File: config.mk
export PLATFORM = sky130hd
export DESIGN_NAME = bwsu_back
export DESIGN_NICKNAME = d
export VERILOG_FILES = /design/src/bounded_weight_string_unrank_assert.svh /design/src/bwsu_pkg.sv /design/src/bwsu_back.sv
export SDC_FILE = /design/constraint.sdc
export NUM_CORES = 1
export LEC_CHECK = 0
export BUFFER_PORTS_ARGS = -buffer_cell sky130_fd_sc_hd__buf_2
export CAP_MARGIN = 0
export CORE_ASPECT_RATIO = 0.75
export CORE_MARGIN = 2
export CORE_UTILIZATION = 56
export CTS_CLUSTER_SIZE = 28
export DETAILED_ROUTE_END_ITERATION = 6
export PLACE_DENSITY_LB_ADDON = 0.05
export SETUP_SLACK_MARGIN = 0.4
export SYNTH_ARGS = -nofsm -noshare
export SYNTH_HDL_FRONTEND = slang
export SYNTH_SLANG_ARGS = --single-unit
File: constraint.sdc
create_clock -name aclk -period 6.42 [get_ports aclk]
set_input_delay 0.321 -clock aclk [delete_from_list [all_inputs] [get_ports aclk]]
set_output_delay 0.321 -clock aclk [all_outputs]
set_load 0.02 [all_outputs]
File: src/bounded_weight_string_unrank_assert.svh
// assertion helpers for the unrank block, clocked on aclk and held off during reset
`ifndef BOUNDED_WEIGHT_STRING_UNRANK_ASSERT_SVH
`define BOUNDED_WEIGHT_STRING_UNRANK_ASSERT_SVH

// same-cycle implication
`define BWSU_ASSERT_NOW(lbl, ante, cons, msg) \
    lbl: assert property (@(posedge aclk) disable iff (!aresetn) (ante) |-> (cons)) \
        else $error(msg);

// next-cycle implication
`define BWSU_ASSERT_NEXT(lbl, ante, cons, msg) \
    lbl: assert property (@(posedge aclk) disable iff (!aresetn) (ante) |=> (cons)) \
        else $error(msg);

`endif

File: src/bwsu_pkg.sv
`default_nettype none
package bwsu_pkg;

    localparam int MAX_WORD_BITS = 31;
    localparam int LEN_W         = 5;
    localparam int RANK_W        = 32;
    localparam int WORD_W        = 31;
    localparam int CNT_W         = 32;
    localparam int TBL_COLS      = 32;
    localparam int TBL_AW        = 2 * LEN_W;
    localparam int TBL_DEPTH     = 1 << TBL_AW;
    localparam int QUEUE_DEPTH   = 2;

    typedef logic [LEN_W-1:0]  len_t;
    typedef logic [RANK_W-1:0] rank_t;
    typedef logic [CNT_W-1:0]  cnt_t;
    typedef logic [WORD_W-1:0] word_t;
    typedef logic [TBL_AW-1:0] addr_t;

    // one classified request as it sits in the queue
    typedef struct packed {
        len_t  n;
        len_t  k;
        rank_t r;
    } req_t;

    // two-port read request into the count table
    typedef struct packed {
        logic  en;
        addr_t addr0;
        addr_t addr1;
    } tbl_rd_t;

    typedef enum logic [1:0] {
        ST_IDLE,
        ST_CHECK,
        ST_STEP,
        ST_DONE
    } back_state_t;

    // table entry f(k,m) lives at row m, column k
    function automatic addr_t tbl_addr(input len_t k, input len_t m);
        return {m, k};
    endfunction

endpackage
`default_nettype wire

File: src/bwsu_back.sv
`default_nettype none
module bwsu_back (
    input  wire logic            aclk,
    input  wire logic            aresetn,
    input  wire logic            q_valid,
    input  wire bwsu_pkg::req_t  q_head,
    output logic                 q_pop,
    input  wire logic            tbl_ready,
    output bwsu_pkg::tbl_rd_t    tbl_rd,
    input  wire bwsu_pkg::cnt_t  rd0,
    input  wire bwsu_pkg::cnt_t  rd1,
    output logic                 m_valid,
    input  wire logic            m_ready,
    output bwsu_pkg::word_t      m_word_value,
    output logic                 m_rank_too_large
);

    bwsu_pkg::back_state_t state_reg, state_next;

    bwsu_pkg::len_t  m_reg, m_next;
    bwsu_pkg::len_t  k_reg, k_next;
    bwsu_pkg::rank_t r_reg, r_next;
    logic            z_sel_reg, z_sel_next;
    bwsu_pkg::word_t word_reg, word_next;
    logic            flag_reg, flag_next;

    logic            out_valid_reg, out_valid_next;
    bwsu_pkg::word_t out_word_reg;
    logic            out_flag_reg;

    bwsu_pkg::cnt_t  z;
    logic            take_one;
    logic            too_large;
    logic            out_load;

    // z is f(k, m-1): the count of words that keep the current bit at zero
    assign z         = z_sel_reg ? rd1 : rd0;
    assign take_one  = (bwsu_pkg::cnt_t'(r_reg) > z) && (k_reg != '0);
    assign too_large = bwsu_pkg::cnt_t'(r_reg) > rd0;
    assign out_load  = (state_reg == bwsu_pkg::ST_DONE) && (!out_valid_reg || m_ready);

    always_comb begin
        state_next = state_reg;
        case (state_reg)
            bwsu_pkg::ST_IDLE: begin
                if (q_valid && tbl_ready) begin
                    state_next = bwsu_pkg::ST_CHECK;
                end
            end
            bwsu_pkg::ST_CHECK: begin
                if (too_large || m_reg == '0) begin
                    state_next = bwsu_pkg::ST_DONE;
                end else begin
                    state_next = bwsu_pkg::ST_STEP;
                end
            end
            bwsu_pkg::ST_STEP: begin
                if (m_reg == bwsu_pkg::len_t'(1)) begin
                    state_next = bwsu_pkg::ST_DONE;
                end
            end
            bwsu_pkg::ST_DONE: begin
                if (out_load) begin
                    state_next = bwsu_pkg::ST_IDLE;
                end
            end
            default: begin
                state_next = bwsu_pkg::ST_IDLE;
            end
        endcase
    end

    always_comb begin
        m_next       = m_reg;
        k_next       = k_reg;
        r_next       = r_reg;
        z_sel_next   = z_sel_reg;
        word_next    = word_reg;
        flag_next    = flag_reg;
        q_pop        = 1'b0;
        tbl_rd.en    = 1'b0;
        // prefetch both possible next counts: budget kept or budget spent
        tbl_rd.addr0 = bwsu_pkg::tbl_addr(k_reg, m_reg - bwsu_pkg::len_t'(2));
        tbl_rd.addr1 = bwsu_pkg::tbl_addr(k_reg - bwsu_pkg::len_t'(1),
                                          m_reg - bwsu_pkg::len_t'(2));
        case (state_reg)
            bwsu_pkg::ST_IDLE: begin
                tbl_rd.addr0 = bwsu_pkg::tbl_addr(q_head.k, q_head.n);
                tbl_rd.addr1 = bwsu_pkg::tbl_addr(q_head.k,
                                                  q_head.n - bwsu_pkg::len_t'(1));
                tbl_rd.en    = q_valid && tbl_ready;
                q_pop        = q_valid && tbl_ready;
                m_next       = q_head.n;
                k_next       = q_head.k;
                r_next       = q_head.r;
            end
            bwsu_pkg::ST_CHECK: begin
                word_next  = '0;
                flag_next  = too_large;
                z_sel_next = 1'b1;
            end
            bwsu_pkg::ST_STEP: begin
                tbl_rd.en  = 1'b1;
                word_next  = {word_reg[bwsu_pkg::WORD_W-2:0], take_one};
                z_sel_next = take_one;
                m_next     = m_reg - bwsu_pkg::len_t'(1);
                if (take_one) begin
                    r_next = r_reg - bwsu_pkg::rank_t'(z);
                    k_next = k_reg - bwsu_pkg::len_t'(1);
                end
            end
            bwsu_pkg::ST_DONE: begin
            end
            default: begin
            end
        endcase
    end

    always_comb begin
        if (out_load) begin
            out_valid_next = 1'b1;
        end else if (m_ready) begin
            out_valid_next = 1'b0;
        end else begin
            out_valid_next = out_valid_reg;
        end
    end

    always_ff @(posedge aclk) begin
        if (!aresetn) begin
            state_reg     <= bwsu_pkg::ST_IDLE;
            out_valid_reg <= 1'b0;
        end else begin
            state_reg     <= state_next;
            out_valid_reg <= out_valid_next;
        end
    end

    always_ff @(posedge aclk) begin
        m_reg     <= m_next;
        k_reg     <= k_next;
        r_reg     <= r_next;
        z_sel_reg <= z_sel_next;
        word_reg  <= word_next;
        flag_reg  <= flag_next;
        if (out_load) begin
            out_word_reg <= flag_reg ? '0 : word_reg;
            out_flag_reg <= flag_reg;
        end
    end

    assign m_valid          = out_valid_reg;
    assign m_word_value     = out_word_reg;
    assign m_rank_too_large = out_flag_reg;

endmodule
`default_nettype wire
* Word-level counts from Yosys, hierarchy flattened
Index checks and enable logic that the tools add are counted.
** Cells by class
- Add/subtract/negate cells :: 5
- Magnitude comparators :: 2
- Eq/ne operators :: 8
- Muxes and demuxes :: 18
- Reductions and logical operators :: 14
** Operators by type and width (count)
- $gt A32 B32 Y1 :: 2
- $mux W32 :: 2
- $pmux W32 S2 :: 1
- $pmux W31 S2 :: 1
- $sub A32 B32 Y32 :: 1
- $mux W20 :: 1
- $pmux W5 S2 :: 2
- $sub A5 B1 Y5 const B :: 3
- $ne A2 B2 Y1 const B :: 4
- $pmux W2 S4 :: 1
- $mux W2 :: 3
- $reduce_bool A2 Y1 :: 3
- $eq A5 B1 Y1 const B :: 1
- $logic_not A5 Y1 :: 1
- $mux W5 :: 1
- $reduce_bool A5 Y1 :: 1
- $sub A5 B2 Y5 const B :: 1
- $eq A2 B2 Y1 const B :: 2
- $mux W1 :: 4
- $pmux W1 S2 :: 2
- $logic_and A1 B1 Y1 :: 3
- $reduce_and A3 Y1 :: 1
- $eq A2 B1 Y1 const B :: 1
- $logic_not A2 Y1 :: 1
- 3 further kinds :: 4
** Word-level totals
- Flip-flop bits (word level) :: 110
- Output and inout bits :: 55
- Word-level logic and storage cells :: 57

* Longest topological paths before layout
- Depth after elaboration :: 5
- Depth in mapped cells :: 12
- Gate-level depth less buffers :: 11

* Worst setup path before layout
Ideal clock, no wire load.
- Path type :: reg-to-reg
- From :: reg z_sel_reg
- To :: reg k_reg[0] (enable)
- Data arrival time :: 4.152 ns
- Setup slack :: 1.786 ns
- Cell stages (with the launch flop) :: 12
- Cell sequence :: edfxtp_1 -> clkbuf_1 -> buf_1 -> mux2i_1 -> ha_1 -> and4_4 -> nand3_1 -> or3_4 -> a211o_1 -> a21oi_1 -> o21ai_0 -> o21ai_0
** On the way
- Word-level cells in the longest chain between the ends :: 5
** Ends and longest elaborated chain
- start, declared :: RTL line bwsu_back.sv:23 : logic z_sel_reg, z_sel_next;
- start signal, assigned :: RTL line bwsu_back.sv:143 : z_sel_reg <= z_sel_next;
- $mux W32 :: RTL line bwsu_back.sv:37 : assign z = z_sel_reg ? rd1 : rd0;
- $gt A32 B32 Y1 :: RTL line bwsu_back.sv:38 : assign take_one = (bwsu_pkg::cnt_t'(r_reg) > z) && (k_reg != '0);
- $logic_and A1 B1 Y1 :: RTL line bwsu_back.sv:38
- $ne A2 B2 Y1 (no line)
- $reduce_and A2 Y1 (no line)
- end signal, assigned :: RTL line bwsu_back.sv:141 : k_reg <= k_next;
- end, declared :: RTL line bwsu_back.sv:21 : bwsu_pkg::len_t k_reg, k_next;
No other way between the ends.
A chain may end at the register's enable or synchronous reset.

* Final worst setup path
- From :: reg z_sel_reg
- To :: reg r_reg[3] (enable)
** On the way
- Word-level cells in the longest chain between the ends :: 5
** Ends and longest elaborated chain
- $mux W32 :: RTL line bwsu_back.sv:37
- $gt A32 B32 Y1 :: RTL line bwsu_back.sv:38
- $logic_and A1 B1 Y1 :: RTL line bwsu_back.sv:38
- $ne A2 B2 Y1 (no line)
- $reduce_and A2 Y1 (no line)
- end signal, assigned :: RTL line bwsu_back.sv:142 : r_reg <= r_next;
- end, declared :: RTL line bwsu_back.sv:22 : bwsu_pkg::rank_t r_reg, r_next;
No other way between the ends.

==> results.md <==
- Status: finished, final reports clean
- Final TNS setup: 0 ns
- Worst rel slew slack: 0.2895
- 1st-pass router iterations: 5
- Dpl hpwl: 14.55 mm
- CP arrival: 4.73 ns
- Syn_nets: 961
- Post-synth top area cell: edfxtp_1
- Yosys cell types: 65
- Peak Freq: 0.2130 GHz
- Number of flip-flops in the largest register: 32
- Slew @ Worst Pin: 1.066 ns
- CP Launch Type: register
- Post-CTS setup buffer count: 0
- Reg2reg setup slack: 1.73 ns
- Layout area overhead: 16.66%
- Die ar.: 0.01488 mm²
- Req. time, crit path: 6.45 ns
- Fraction of layout cells with a size suffix above 1: 0.2284
- H-tree levels: 3
- Worst-Skew Late Latency: 0.36 ns
- Crit path launch: z_sel_reg
- Final Hold Fails: 0
- Vias: 6,444
- RSZ-0062 raised after global routing: false
- Internal: 2436 µW
- CP max FO: 23
- Switch share: 0.4438
- Static Leak: 0.004057 µW
- # clock sinks: 110
- Number of synthesized flops with an enable pin: 107
- Gate Count Post-Synth: 773
- Critical path cell sequence: buf_4 -> mux2i_1 -> ha_1 -> nand3_1 -> or3b_2 -> a211o_1 -> a21oi_1 -> o21ai_0 -> o21ai_4 -> buf_4
- Layout Utilization: 0.6654
- CTS buffer count: 9
- # rows: 37
- Power, Total: 4379 µW
- R2R depth: 10
- Pwr Density: 481.9 mW/mm²
- Clk network pwr share: 0.136
- Synth Area per Inst: 10.08 µm²
- Vias per cell: 5.842
- Fraction of registers with async set/reset: 0
- Ports: 166
- GRT Util Overall: 0.2659
- Top cells by area, synth: edfxtp_1 (41%), ha_1 (12%), mux2i_1 (4.2%)
- Final WL: 19.50 mm
- # Max-Cap Violations: 0
- Sequential fraction of the synthesis area: 0.4202
- Initial antenna violation count: 0
- Wire per inst: 17.68 µm
- Global route overflow: 0
- Worst min path class: input pin to register
- CP Class: register to register
- Setup crit end: r_reg[3]
- Fin crit period: 4.694 ns
- Post-CTS Resized: 0
- Layout Cells excl Fill: 1,103
- Placer Congestion: 0.9219
- Drt drc: 0
- Final setup viols: 0
- Reg2reg end: r_reg[3]
- Max clock buf depth: 2
- Sequential share of power: 0.321
- Yosys top cell area share: 0.4125
- NumNets Final: 1,111
- Top FF cell, synth: edfxtp_1
- Routed Antenna Nets: 0
- Max Slew Vio Count: 0
- Most frequent cell after synthesis: edfxtp_1
- Initial Util: 0.5704
- CTS root buffer: clkbuf_16
- Seq cells post-synth: 110
- Vias in the first global route: 6,306
- FF-to-FF Start: z_sel_reg
- P_sw: 1943 µW
- Core area: 0.01366 mm²
- Die W: 140.2 µm
- Slowest stage cell, crit path: edfxtp_1
- Die span in y: 106.1 µm
- Synth Cell Area: 0.007790 mm²
- Dpl cells: 1,087
- IO buf count: 165
- Antenna cells: 0
- Crit share post-route: 0.7312
- First-pass GRT wire length: 31.36 mm
- Synth Warn #: 0
- Clock Skew: 0.004981 ns
- CTS Hold Bufs: 0
- CTS tree: yes
- WHS: 0.2209 ns
- Crit-path max cell delay: 1.06 ns
- Reg clk slew, reported paths: 0.08 ns
- Commonest cells post-synth: edfxtp_1 (107), ha_1 (76), inv_1 (55)
- Comb power frac: 0.543
- Critical Path Sink Type: register
- Initial DRC count: 433
- Peak VDD IR: 0.3038 mV
- Crit path top cell by count: buf_4
- Pin count of the biggest net entering global routing: 94
## critical path, delay by kind of cell (launching register included)
family,cells,cell delay [ns]
buffers and inverters,2,0.88
AND/OR/NAND/NOR,2,0.70
AO/OA/AOI/OAI,4,1.13
multiplexers,1,0.14
flip-flops,1,1.06
adder cells (fa/ha/maj),1,0.44
## per-layer routing
layer  global-route usage  up-vias  share of wire
met5                    0        -              0
met4              0.06854        0          0.014
met3              0.05541       30          0.075
met2               0.4121      243           0.44
met1               0.3830     3013           0.47
li1                     -     3158              -
## cell usage in the layout, fill, tap and decap left out, types with 9 or more instances in the layout
cell type and count:
nand2_1 44, buf_2 165, mux2_2 15, a21oi_1 51, nor2_1 44, nand4_1 13
a21o_1 11, inv_1 55, o21ai_0 39, nand3_1 15, clkbuf_16 9, edfxtp_1 107
nor2b_1 40, xnor2_1 15, mux2i_1 33, nor3_1 15, o21a_1 13, ha_1 75
and2_1 34
## cell type report
class                   count  area [µm²]
multi-input cells         575        4198
flip-flops and latches    110        3273
well taps                 175       219.0
clock buffers               9       225.2
fillers                  1123        4569
clock inverters             7       91.34
inverters                  56       210.2
repair buffers            171       870.8
## kinds of logic (layout without fill, tap and decap cells)
group,after synthesis,count (layout),share of synthesized area
simple gates,242,242,0.1654
compound gates,185,185,0.1568
buf+inv,88,243,0.04304
xor+xnor,23,23,0.02586
fa+ha+maj,77,77,0.1246
mux,48,48,0.06409
flops,110,110,0.4202
## how the worst min path moves through the flow
stage | startpoint | end | slack (ns) | cells past startpoint
6_report | aresetn | m_valid | 0.22 | 2
3_5_place_dp | word_reg[30] | m_word_value[30] | 0.53 | 1
3_3_place_gp | word_reg[30] | m_word_value[30] | 0.52 | 1
5_1_grt | aresetn | m_valid | 0.23 | 2
4_1_cts | aresetn | m_valid | 0.22 | 2
2_1_floorplan | aresetn | m_valid | 0.44 | 1
## through the flow
stage	area, µm²	setup WS, ns
floorplan	7790	1.786
global placement	8771	1.994
detailed placement	8771	1.805
CTS	9087	1.772
global route	9087	1.496
finish	9087	1.726
## power groups by stage
stage / combinational [µW] / sequential, µW / clock [µW]
5_1_grt: 2640 / 1440 / 622
2_1_floorplan: 1760 / 1350 / 0
6_report: 2380 / 1400 / 597
4_1_cts: 2350 / 1400 / 603
3_5_place_dp: 2330 / 1410 / 0
3_3_place_gp: 2260 / 1400 / 0
(Power assumes the default switching activity.)
