<file path="src/bounded_weight_string_unrank_assert.svh">
// assertion helpers for the unrank block, clocked on aclk and held off during reset
`ifndef BOUNDED_WEIGHT_STRING_UNRANK_ASSERT_SVH
`define BOUNDED_WEIGHT_STRING_UNRANK_ASSERT_SVH

// same-cycle implication
`define BWSU_ASSERT_NOW(lbl, ante, cons, msg) \
    lbl: assert property (@(posedge aclk) disable iff (!aresetn) (ante) |-> (cons)) \
        else $error(msg);

// next-cycle implication
`define BWSU_ASSERT_NEXT(lbl, ante, cons, msg) \
    lbl: assert property (@(posedge aclk) disable iff (!aresetn) (ante) |=> (cons)) \
        else $error(msg);

`endif

</file>
<file path="src/bwsu_pkg.sv">
`default_nettype none
package bwsu_pkg;

    localparam int MAX_WORD_BITS = 31;
    localparam int LEN_W         = 5;
    localparam int RANK_W        = 32;
    localparam int WORD_W        = 31;
    localparam int CNT_W         = 32;
    localparam int TBL_COLS      = 32;
    localparam int TBL_AW        = 2 * LEN_W;
    localparam int TBL_DEPTH     = 1 << TBL_AW;
    localparam int QUEUE_DEPTH   = 2;

    typedef logic [LEN_W-1:0]  len_t;
    typedef logic [RANK_W-1:0] rank_t;
    typedef logic [CNT_W-1:0]  cnt_t;
    typedef logic [WORD_W-1:0] word_t;
    typedef logic [TBL_AW-1:0] addr_t;

    // one classified request as it sits in the queue
    typedef struct packed {
        len_t  n;
        len_t  k;
        rank_t r;
    } req_t;

    // two-port read request into the count table
    typedef struct packed {
        logic  en;
        addr_t addr0;
        addr_t addr1;
    } tbl_rd_t;

    typedef enum logic [1:0] {
        ST_IDLE,
        ST_CHECK,
        ST_STEP,
        ST_DONE
    } back_state_t;

    // table entry f(k,m) lives at row m, column k
    function automatic addr_t tbl_addr(input len_t k, input len_t m);
        return {m, k};
    endfunction

endpackage
`default_nettype wire

</file>
<file path="src/bwsu_front.sv">
`default_nettype none
module bwsu_front (
    input  wire logic            aclk,
    input  wire logic            aresetn,
    input  wire logic            s_valid,
    output logic                 s_ready,
    input  wire bwsu_pkg::len_t  s_word_length,
    input  wire bwsu_pkg::len_t  s_max_ones,
    input  wire bwsu_pkg::rank_t s_rank,
    output logic                 q_valid,
    output bwsu_pkg::req_t       q_head,
    input  wire logic            q_pop
);

    bwsu_pkg::req_t q_reg [bwsu_pkg::QUEUE_DEPTH];
    logic           wr_ptr_reg, wr_ptr_next;
    logic           rd_ptr_reg, rd_ptr_next;
    logic [1:0]     count_reg, count_next;

    bwsu_pkg::len_t n_sat;
    bwsu_pkg::req_t cls;
    logic           push;
    logic           pop;

    // saturate length, clip the ones budget to the length, rank zero reads as one
    always_comb begin
        n_sat = (s_word_length > bwsu_pkg::len_t'(bwsu_pkg::MAX_WORD_BITS)) ?
                bwsu_pkg::len_t'(bwsu_pkg::MAX_WORD_BITS) : s_word_length;
        cls.n = n_sat;
        cls.k = (s_max_ones > n_sat) ? n_sat : s_max_ones;
        cls.r = (s_rank == '0) ? bwsu_pkg::rank_t'(1) : s_rank;
    end

    assign s_ready = (count_reg != 2'(bwsu_pkg::QUEUE_DEPTH));
    assign q_valid = (count_reg != 2'd0);
    assign q_head  = q_reg[rd_ptr_reg];
    assign push    = s_valid && s_ready;
    assign pop     = q_pop && q_valid;

    always_comb begin
        wr_ptr_next = push ? ~wr_ptr_reg : wr_ptr_reg;
        rd_ptr_next = pop ? ~rd_ptr_reg : rd_ptr_reg;
        count_next  = count_reg + 2'(push) - 2'(pop);
    end

    always_ff @(posedge aclk) begin
        if (!aresetn) begin
            wr_ptr_reg <= 1'b0;
            rd_ptr_reg <= 1'b0;
            count_reg  <= 2'd0;
        end else begin
            wr_ptr_reg <= wr_ptr_next;
            rd_ptr_reg <= rd_ptr_next;
            count_reg  <= count_next;
        end
    end

    always_ff @(posedge aclk) begin
        if (push) begin
            q_reg[wr_ptr_reg] <= cls;
        end
    end

endmodule
`default_nettype wire

</file>
<file path="config.mk">
export PLATFORM = sky130hd
export DESIGN_NAME = bwsu_front
export DESIGN_NICKNAME = d
export VERILOG_FILES = /design/src/bounded_weight_string_unrank_assert.svh /design/src/bwsu_pkg.sv /design/src/bwsu_front.sv
export SDC_FILE = /design/constraint.sdc
export NUM_CORES = 1
export LEC_CHECK = 0
export BUFFER_PORTS_ARGS = -buffer_cell sky130_fd_sc_hd__buf_2
export CAP_MARGIN = 20
export CELL_PAD_IN_SITES_DETAIL_PLACEMENT = 1
export CELL_PAD_IN_SITES_GLOBAL_PLACEMENT = 1
export CORE_UTILIZATION = 45
export CTS_BUF_LIST = sky130_fd_sc_hd__clkbuf_8
export DETAILED_ROUTE_END_ITERATION = 7
export PLACE_DENSITY_LB_ADDON = 0.1
export REMOVE_ABC_BUFFERS = 1
export SYNTH_ARGS = -nofsm -noshare
export SYNTH_HDL_FRONTEND = slang
export SYNTH_SLANG_ARGS = --single-unit
</file>
<file path="constraint.sdc">
create_clock -name aclk -period 3.6 [get_ports aclk]
set_input_delay 0.72 -clock aclk [delete_from_list [all_inputs] [get_ports aclk]]
set_output_delay 0.72 -clock aclk [all_outputs]
set_load 0.005 [all_outputs]
</file>
# [Word-level counts from Yosys, hierarchy flattened]
# Memories as Yosys holds them, arrays and structs flattened. A register that Yosys moved wholly into a read port is not among the register bits.
# Cells that the tools add are included.
[op_classes] n_addsub=2 order_cmp=2 n_eq_ne=1 mux=7 bitwise_logic=2 n_reduce_logical=4
[op_table] operator="$logic_not A32 Y1" count=1
[op_table] operator="$mux W32" count=1
[op_table] operator="$mux W5" count=2
[op_table] operator="$gt A5 B5 Y1" count=1
[op_table] operator="$gt A5 B5 Y1 const B" count=1
[op_table] operator="$mux W1" count=4
[op_table] operator="$add A2 B1 Y2" count=1
[op_table] operator="$logic_and A1 B1 Y1" count=2
[op_table] operator="$ne A2 B2 Y1 const B" count=1
[op_table] operator="$not A1 Y1" count=2
[op_table] operator="$reduce_bool A2 Y1" count=1
[op_table] operator="$sub A2 B1 Y2" count=1
[totals] reg_bits=4 ramBits=84 input_bits=46 out_inout_bits=44 elab_cells=22 n_memories=1
[mem_list] name="q_reg" depth=2 width=42 rd=1 rd_clocked_by_memory_dff=1 write_ports=1 line_no="bwsu_front.sv:15" source="bwsu_pkg::req_t q_reg [bwsu_pkg::QUEUE_DEPTH];"

# [Longest topological paths before layout]
# Gate-level depths: netlist of the first run.
[logic_depth] ltp_word=4 depth_mapped=8 ltp_nobuf=8

# [Worst setup path before layout of the first run]
# OpenSTA, ideal clock, no wires.
[synth_timing] path_kind="input-to-reg" start="in s_valid" end="mem q_reg[0][0] (netlist bit) (enable)" setup_time_ps=441 arrival_ps=2582 required_ps=3159 setup_slack_ps=576 stages=2 n_path_buf=0 cell_sequence="nand2_1 nor2_1"
[synth_via] elab_chain_len=3
[synth_rtl] element="from (decl)" line_no="bwsu_front.sv:5" source="input wire logic s_valid,"
[synth_rtl] element="$logic_and A1 B1 Y1" line_no="bwsu_front.sv:37" source="assign push = s_valid && s_ready;"
[synth_rtl] element="$mux W1" line_no="bwsu_front.sv:59" source="if (push) begin"
[synth_rtl] element="$mux W1 (implied by the code)" line_no="bwsu_front.sv:60" source="q_reg[wr_ptr_reg] <= cls;"
[synth_rtl] element="to (decl)" line_no="bwsu_front.sv:15"
# No other way between the ends.

==> qor.csv, run 1 <==
metric,value,unit
rows,32,
cp-start-kind,register,
p_per_area,633,nW/µm²
cts_resized,0,
cts_root_buf,clkbuf_8,
skew,0.0107,ns
io_pins,90,
wl_met2,3450,µm
clkTransAtPathRegs,0.08,ns
core_area,7810,µm²
clock_path_buffers,2,
ys_ff_latch,89,
finish.utilization,0.553,
netlist_instances,223,
clkPwrFrac,0.250,
port_buffers,89,
place_congestion,0.710,
antenna_found_initial,0,
ir_drop,302,µV
clock_latency,0.34,ns
first_global_vias,2055,
clkSinkCount,89,
synth_most_common_cell,edfxtp_1,
path_cells,buf_4 -> mux2_2 -> buf_2,
hold_buffers,0,
wl_met3,302,µm
fin_crit_sh,0.665,
die_h,92.2,µm
grt_pass1_wl,10300,µm
dp.cells,377,
dieArea,8500,µm²
p_sw,0.000710,W
largest_reg_flops,84,
start_util,0.469,
path_buf_inv,2,
drc,0,
synth-seq-area-share,0.716,
setup_violations,0,
yosys.area.top_type_share,0.689,
area_delta_synth_final,17.9,%
gr-total-overflow,0,
num_vias,1951,
worstPathArrival,1.67,ns
slowest_stage,dfxtp_2,
dpl_cell_area,4120,µm²
rsz0062_at_grt,no,
met1_length,2790,µm
top_layer_used,met4,
pwr-share-comb,0.247,
cpLargestDelayFamily,flip-flops,
nFillCells,772,
drive_gt1_frac,0.550,
drt_first_pass_iters,4,
grt_max_degree,43,
slew_viol_final,0,
synth_common_cells,"edfxtp_1 (84), mux2_2 (42), clkbuf_1 (37)",
path_class,register to output pin,
finalNetCount,339,
track_usage,0.165,
postSynth.asyncResetShare,0,
postRouteAntennaNets,0,
drt_iter0_drc,73,
hold_violations,0,
wl_per_cell,17.0,µm
htreeDepth,3,
intPower,0.00202,W
via_per_inst,4.96,
diodes,0,
fin_cells,393,
yosys_warnings,0,
min_path_type,register to register,
netlist_area,3660,µm²
pwr-share-seq,0.503,
post_cts_buffers,0,
fmax,418,MHz
netlist-cell-type-count,23,
cpPeakStageDelay,0.50,ns
status,"complete, no violations",
slew_headroom,0.305,
endpoint_kind,output pin,
cts_buffers,9,
finalSetupTns,0,ns
fin_area,4320,µm²
cp.required,2.88,ns
power_leakage,1.65,nW
path_max_fanout,16,
die_w,92.2,µm
tightest_slew,1.04,ns
synth_top_area_cell,edfxtp_1,
synth_ff_type,edfxtp_1,
swShare,0.260,
synth_edf_count,84,
synth_area_leaders,"edfxtp_1 (69%), mux2_2 (13%), clkbuf_1 (3.8%)",
syn_area_per_cell,16.4,µm²
cap_violations,0,
place_hpwl,4610,µm
fin_crit,2.39,ns
cts_tree,built,
wl,6670,µm
## area by class of cell
| cell class | instances | area (µm²) | share of cell area |
|---|---|---|---|
| Tap cell | 102 | 128 | 0.0296 |
| Inverter | 7 | 26.3 | 0.00609 |
| Clock inverter | 5 | 48.8 | 0.0113 |
| Clock buffer | 11 | 151 | 0.0351 |
| Multi-Input combinational cell | 86 | 863 | 0.200 |
| Timing Repair Buffer | 93 | 475 | 0.110 |
| Sequential cell | 89 | 2620 | 0.608 |
## power groups by stage
stage	clock network (W)	registers [W]	logic (W)
3_3_place_gp	0	0.00139	0.000677
4_1_cts	0.000702	0.00138	0.000696
3_5_place_dp	0	0.00140	0.000689
6_report	0.000682	0.00138	0.000675
2_1_floorplan	0	0.00141	0.000367
5_1_grt	0.000737	0.00139	0.000742
## worst paths after layout
| check | start | endpoint | slack, ns | depth (start not counted) |
|---|---|---|---|---|
| worst max-delay path | register | q_head[0] | 1.21 | 3 |
| worst min-delay path | rd_ptr_reg | register | 0.56 | 2 |
| worst max register to register | count_reg[0] | q_reg[0][35] | 1.63 | 4 |
| worst min register to register | rd_ptr_reg | register | 0.56 | 2 |
## through the flow
stage                     total power [W]  hold WS, ns  worst slack (ns)
final                             0.00273        0.563              1.21
after global routing              0.00287        0.557              1.11
after CTS                         0.00278        0.551              1.15
after detailed placement          0.00209        0.560              1.27
after global placement            0.00207        0.520              1.32
after floorplan                   0.00178        0.504             0.576
## kinds of logic (layout without fill, tap and decap cells)
| logic type | count (synthesis) | count (layout) | synth area share |
|---|---|---|---|
| buf+inv | 48 | 116 | 0.0506 |
| simple gates | 23 | 23 | 0.0389 |
| xor+xnor | 4 | 4 | 0.00957 |
| compound gates | 5 | 5 | 0.0113 |
| fa+ha+maj | 7 | 7 | 0.0239 |
| mux | 47 | 47 | 0.150 |
| flops | 89 | 89 | 0.716 |
## worst register-to-register path, stage by stage, from the launching register on
cell	delay, ns
dfxtp_1	0.36
nand2b_1	0.14
nand2_1	0.15
nor2_4	0.55
buf_4	0.43
## layout by cell type (no fill, tap or decap)
cell type	synthesis	final
buf_4	0	4
bufinv_16	0	1
nor2b_1	2	2
and3_2	0	1
nor4_1	8	8
a21oi_1	2	2
clkinvlp_4	0	1
o221ai_2	1	1
and2_1	4	4
nand2_1	2	2
ha_1	7	7
clkbuf_8	0	11
xnor2_1	4	4
nand4_1	2	2
or2_2	1	1
dfxtp_1	5	4
edfxtp_1	84	84
nand4_2	1	1
mux2_4	5	5
dfxtp_2	0	1
o21bai_1	1	1
o21ai_2	1	1
nand2b_1	1	1
mux2_2	42	42
nor2_4	0	1
buf_2	4	89
inv_1	7	10
## routing by layer
layer,global-route usage,vias up
met2,0.282,52
met1,0.199,966
met3,0.0340,10
met4,0.0820,0
met5,0,-
li1,-,923
Power figures use the tool's default switching activity.
==> run 2: changes to the inputs <==
--- a/config.mk
+++ b/config.mk
@@ -9,7 +9,7 @@
 export CAP_MARGIN = 20
 export CELL_PAD_IN_SITES_DETAIL_PLACEMENT = 1
 export CELL_PAD_IN_SITES_GLOBAL_PLACEMENT = 1
-export CORE_UTILIZATION = 45
+export CORE_UTILIZATION = 41
 export CTS_BUF_LIST = sky130_fd_sc_hd__clkbuf_8
 export DETAILED_ROUTE_END_ITERATION = 7
 export PLACE_DENSITY_LB_ADDON = 0.1
==> constraint.sdc (replaced) <==
create_clock -name aclk -period 2.1 [get_ports aclk]
set_input_delay 0.42 -clock aclk [delete_from_list [all_inputs] [get_ports aclk]]
set_output_delay 0.42 -clock aclk [all_outputs]
set_load 0.005 [all_outputs]
==> run 2 against run 1 <==
Register-to-register slack got worse by 1.4 ns. Non-clock buffer count shrank 1. Clock skew grew 0.0032 ns. Largest power group unchanged. Wire length is 1.2% lower. Clock power is 82% higher. First-iteration DRC count down 11%. Cell count up 1.3%. Flip-flop and latch count unchanged. Hold slack worse by 0.30 ns. Utilization is 5.0 points lower. Cell area is 1.1% higher. Critical path type unchanged. Clock-buffer cell count down 2.
==> qor.csv, run 2 (same netlist as run 1, synthesis figures left out) <==
metric,value,unit,change
dp.cells,382,,+1.3%
endpoint_kind,output pin,,
power_leakage,1.66,nW,+0.32%
clkTransAtPathRegs,0.10,ns,+0.02 ns
path_class,register to output pin,,
multi_input_area,863,µm²,unchanged
grt_pass1_wl,9720,µm,-5.9%
holdPathStages,1,,-1
fmax,531,MHz,
path_cells,buf_12 -> mux2_2 -> buf_2,,
antenna_found_initial,0,,unchanged
area_delta_synth_final,19.2,%,
drive_gt1_frac,0.548,,-0.00155
hold_slack,0.268,ns,-0.295 ns
place_hpwl,4330,µm,-6.0%
reg2reg_slack,0.25,ns,-1.38 ns
cts_resized,0,,unchanged
start_util,0.422,,-0.0471
reg2reg_depth,8,,+4
via_per_inst,4.81,,-3.1%
track_usage,0.146,,-0.0192
cts_buffers,9,,unchanged
cp.required,1.68,ns,-1.20 ns
wl,6600,µm,-1.2%
finalSetupTns,0,ns,unchanged
first_global_vias,1938,,-5.7%
skew,0.0138,ns,+0.00316 ns
status,"complete, no violations",,
ir_drop,539,µV,+79%
slew_viol_final,0,,unchanged
finalNetCount,338,,-0.29%
mostFrequentLayoutCells,"buf_2 (89), edfxtp_1 (84), mux2_2 (42), inv_1 (9), clkbuf_8 (9)",,
grt_max_degree,43,,unchanged
register_area,2620,µm²,unchanged
rows,34,,+6.3%
gr-total-overflow,0,,unchanged
port_buffers,89,,unchanged
finish.utilization,0.503,,-0.0499
clkSinkCount,89,,unchanged
hold_buffers,0,,unchanged
rsz0062_at_grt,no,,
io_pins,90,,unchanged
dieArea,9310,µm²,+9.5%
fin_crit,1.88,ns,
tightest_slew,0.463,ns,-0.579 ns
wl_per_cell,16.6,µm,-2.4%
diodes,0,,unchanged
core_area,8680,µm²,+11%
slowest_stage,mux2_2,,
path_max_fanout,42,,+26
p_per_area,1090,nW/µm²,+73%
largest_reg_flops,84,,unchanged
clock_path_buffers,2,,unchanged
min_path_type,input port to register,,
worstPathArrival,1.46,ns,-0.21 ns
r2r_end,count_reg[1],,
num_vias,1915,,-1.8%
die_w,96.5,µm,+4.7%
clock_latency,0.35,ns,about the same
die_h,96.5,µm,+4.7%
nFillCells,893,,+16%
drc,0,,unchanged
cts_root_buf,clkbuf_8,,
hold_end,q_reg[0][13],,
min_from,s_rank[13],,
setup_violations,0,,unchanged
reg2reg_from,count_reg[1],,
drt_iter0_drc,65,,-11%
cap_violations,0,,unchanged
hold_violations,0,,unchanged
postRouteAntennaNets,0,,unchanged
final_common_cell,buf_2,,
place_congestion,0.686,,-3.5%
cp-start-kind,register,,
drt_first_pass_iters,3,,-1
cts_tree,built,,
fin_crit_sh,0.896,,
slew_headroom,0.688,,+0.383
fin_cells,398,,+1.3%
cpPeakStageDelay,0.38,ns,-0.12 ns
htreeDepth,3,,unchanged
post_cts_buffers,0,,unchanged
-- run 2: cell count changes in the layout (fill, tap and decap cells not counted), sizes merged --
cell / previous run / this run
inv: 10 / 9
buf: 93 / 92
clkbuf: 11 / 9
bufinv: 1 / 2
clkinv: 0 / 2
-- run 2: area by class of cell --
class | count | share of cell area
well taps | 108 | 0.0310
multi-input cells | 86 | 0.198
inverters | 7 | 0.00602
clock buffers | 9 | 0.0284
clock inverters | 7 | 0.0201
repair buffers | 92 | 0.116
flip-flops and latches | 89 | 0.601
-- run 2: report_power, final --
group,switching (W),internal (W),total [W]
combinational,0.000580,0.000629,0.00121
clock,0.000582,0.000661,0.00124
sequential,0.0000672,0.00226,0.00232
total,0.00123,0.00355,0.00478
-- run 2: how the worst max path moves through the flow --
stage                          start  slack [ns]            to  cells past startpoint
detailed placement  s_word_length[3]        0.12  q_reg[1][33]                      6
CTS                         register        0.18    q_head[32]                      3
finish                      register        0.22     q_head[1]                      3
floorplan               count_reg[0]       -0.69   q_reg[0][0]                      3
global route                register        0.13     q_head[3]                      3
global placement    s_word_length[1]        0.14  q_reg[1][33]                      6
-- run 2: through the flow --
stage / total power [W] / setup WS, ns / area [µm²]
CTS: 0.00485 / 0.178 / 4370
global placement: 0.00358 / 0.139 / 4150
global route: 0.00502 / 0.127 / 4370
floorplan: 0.00305 / -0.692 / 3500
finish: 0.00478 / 0.218 / 4370
detailed placement: 0.00361 / 0.115 / 4150
-- run 2: worst max-delay path: cells and delay by family, from the launching register on --
family | cells | cell delay [ns]
flops | 1 | 0.35
buf+inv | 2 | 0.37
mux | 1 | 0.38
-- run 2: per-layer routing --
metal | global-route usage | part of all wire | vias up
li1 | - | - | 923
met5 | 0 | 0 | -
met4 | 0.0588 | 0.014 | 0
met3 | 0.0454 | 0.049 | 8
met1 | 0.169 | 0.43 | 934
met2 | 0.252 | 0.51 | 50
==> run 3: changes to the inputs <==
--- a/config.mk
+++ b/config.mk
@@ -5,6 +5,7 @@
 export SDC_FILE = /design/constraint.sdc
 export NUM_CORES = 1
 export LEC_CHECK = 0
+export ABC_AREA = 1
 export BUFFER_PORTS_ARGS = -buffer_cell sky130_fd_sc_hd__buf_2
 export CAP_MARGIN = 20
 export CELL_PAD_IN_SITES_DETAIL_PLACEMENT = 1
==> run 3 against run 2 <==
Total power up 5.6%. Global-route usage about the same. Worst setup slack worse by 0.072 ns. Register-to-register slack better by 0.12 ns. Largest power group unchanged. Clock power up 9.7%. Synthesized area up 7.7%.
==> qor.csv, run 3 <==
metric,value,unit,change
yosys.area.top_type_share,0.640,,-0.0490
synth_common_cells,"edfxtp_1 (84), mux2_4 (40), clkbuf_1 (36)",,
dieArea,10000,µm²,+7.5%
postRouteAntennaNets,0,,unchanged
io_pins,90,,unchanged
pwr-share-comb,0.265,,+0.012
first_global_vias,2230,,+15%
fin_crit_sh,0.930,,+0.0343
clock_path_buffers,2,,unchanged
min_path_type,input port to register,,
slew_viol_final,0,,unchanged
mostFrequentLayoutCells,"buf_2 (89), edfxtp_1 (84), mux2_4 (40), nand2_1 (27), nor2_1 (20)",,
cp.required,1.68,ns,about the same
cts_resized,0,,unchanged
htreeDepth,3,,unchanged
drc,0,,unchanged
intPower,0.00376,W,+5.9%
synth-seq-area-share,0.665,,-0.0509
gr-total-overflow,0,,unchanged
reg2reg_from,count_reg[0],,
path_max_fanout,42,,unchanged
finish.utilization,0.498,,-0.00505
via_per_inst,4.66,,-3.2%
synth_area_leaders,"edfxtp_1 (64%), mux2_4 (15%), clkbuf_1 (3.4%)",,
place_hpwl,4840,µm,+12%
finalNetCount,381,,+13%
syn_area_per_cell,14.9,µm²,-9.1%
min_from,s_rank[27],,
cap_violations,0,,unchanged
grt_pass1_wl,10800,µm,+11%
synth_ff_type,edfxtp_1,,
ir_drop,572,µV,+6.1%
clkPwrFrac,0.270,,+0.010
netlist-cell-type-count,21,,-8.7%
yosys_warnings,0,,unchanged
path_class,register to output pin,,
p_per_area,1090,nW/µm²,-0.25%
post_cts_buffers,0,,unchanged
port_buffers,89,,unchanged
rsz0062_at_grt,no,,
cts_tree,built,,
setup_violations,0,,unchanged
final_common_cell,buf_2,,
synth_top_area_cell,edfxtp_1,,
die_w,100,µm,+3.7%
netlist_instances,264,,+18%
antenna_found_initial,1,,+1
area_delta_synth_final,17.3,%,
ys_ff_latch,89,,unchanged
skew,0.0158,ns,+0.00202 ns
num_vias,2151,,+12%
power,0.00505,W,+5.6%
synth_edf_count,84,,unchanged
drive_gt1_frac,0.477,,-0.0708
diodes,0,,unchanged
cp-start-kind,register,,
clkTransAtPathRegs,0.09,ns,about the same
p_sw,0.00129,W,+4.9%
drt_first_pass_iters,4,,+1
slowest_stage,mux2_2,,
cpPeakStageDelay,0.37,ns,about the same
grt_max_degree,43,,unchanged
status,"complete, no violations",,
core_area,9280,µm²,+7.0%
clkSinkCount,89,,unchanged
hold_buffers,0,,unchanged
drt_iter0_drc,47,,-28%
start_util,0.425,,+0.00266
wl_per_cell,15.0,µm,-9.6%
cts_buffers,9,,unchanged
nFillCells,972,,+8.8%
swShare,0.255,,-0.00189
rows,35,,+2.9%
cts_root_buf,clkbuf_8,,
place_congestion,0.704,,+2.7%
fin_crit,1.95,ns,+0.0721 ns
fmax,512,MHz,-3.7%
netlist_area,3940,µm²,+7.7%
endpoint_kind,output pin,,
hold_violations,0,,unchanged
tightest_slew,0.367,ns,-0.0962 ns
largest_reg_flops,84,,unchanged
pwr-share-seq,0.465,,-0.022
track_usage,0.147,,+0.000452
die_h,100,µm,+3.7%
clock_latency,0.36,ns,about the same
power_leakage,1.89,nW,+14%
synth_most_common_cell,edfxtp_1,,
path_cells,buf_12 -> mux2_2 -> buf_2,,
worstPathArrival,1.53,ns,+0.07 ns
slew_headroom,0.755,,+0.0670
postSynth.asyncResetShare,0,,unchanged
wl,6920,µm,+5.0%
==> run 3: changes by cell type after synthesis, moves of 4 or more <==
| cell | change |
|---|---|
| mux2_2 | -40 |
| inv_1 | +7 |
| mux2_4 | +35 |
| buf_2 | -4 |
| nand2_1 | +25 |
| nor4_1 | -8 |
| buf_12 | +4 |
| and2_1 | -4 |
| nand3_1 | +5 |
| nor2_1 | +21 |
==> run 3: area by class of cell <==
class                      count  area, µm²  area share
timing repair buffer          94        495       0.107
clock buffer                   9        124      0.0268
tap                          129        161      0.0349
inverter                      14       52.6      0.0114
sequential                    89       2620       0.568
multi-input combinational    120       1060       0.228
clock inverter                 7        110      0.0238
==> run 3: power by group through the flow <==
stage / clock network, W / registers (W) / logic [W]
2_1_floorplan: 0 / 0.00248 / 0.000777
3_5_place_dp: 0 / 0.00239 / 0.00137
5_1_grt: 0.00146 / 0.00238 / 0.00147
6_report: 0.00136 / 0.00235 / 0.00133
4_1_cts: 0.00141 / 0.00235 / 0.00138
3_3_place_gp: 0 / 0.00237 / 0.00135
==> run 3: final timing paths <==
check,cells after the start,to,slack [ns]
hold / removal,1,q_reg[1][27],0.26
setup reg to reg,9,count_reg[1],0.37
hold reg to reg,1,register,0.46
setup / recovery,3,q_head[0],0.15
==> run 3: logic make-up after synthesis <==
logic type               share of synthesized area
AND/OR/NAND/NOR                             0.0695
AO/OA/AOI/OAI                               0.0121
multiplexers                                 0.158
XOR/XNOR                                   0.00222
buffers and inverters                       0.0708
flip-flops                                   0.665
adder cells (fa/ha/maj)                     0.0222
==> run 3: per-stage QoR <==
| stage | hold slack [ns] | setup TNS [ns] | std cells | setup slack, ns | instance area, µm² |
|---|---|---|---|---|---|
| after floorplan | 0.425 | -74.93 | 223 | -0.695 | 3720 |
| after global placement | 0.433 | 0 | 446 | 0.424 | 4390 |
| after detailed placement | 0.440 | 0 | 446 | 0.340 | 4390 |
| after CTS | 0.246 | 0 | 462 | 0.116 | 4620 |
| after global routing | 0.251 | 0 | 462 | 0.0841 | 4620 |
| final | 0.262 | 0 | 462 | 0.146 | 4620 |
==> run 3: routing by layer <==
metal,share of wire,vias up,global-route usage
met3,0.056,9,0.0432
met4,0.015,2,0.0736
met1,0.40,1062,0.157
li1,-,1022,-
met5,0.0023,-,0
met2,0.52,56,0.263
==> run 3: worst max-delay path, delay by kind of cell, from the launching register on <==
kind / cells / cell delay [ns]
DFF: 1 / 0.35
muxes: 1 / 0.37
buffers and inverters: 2 / 0.43
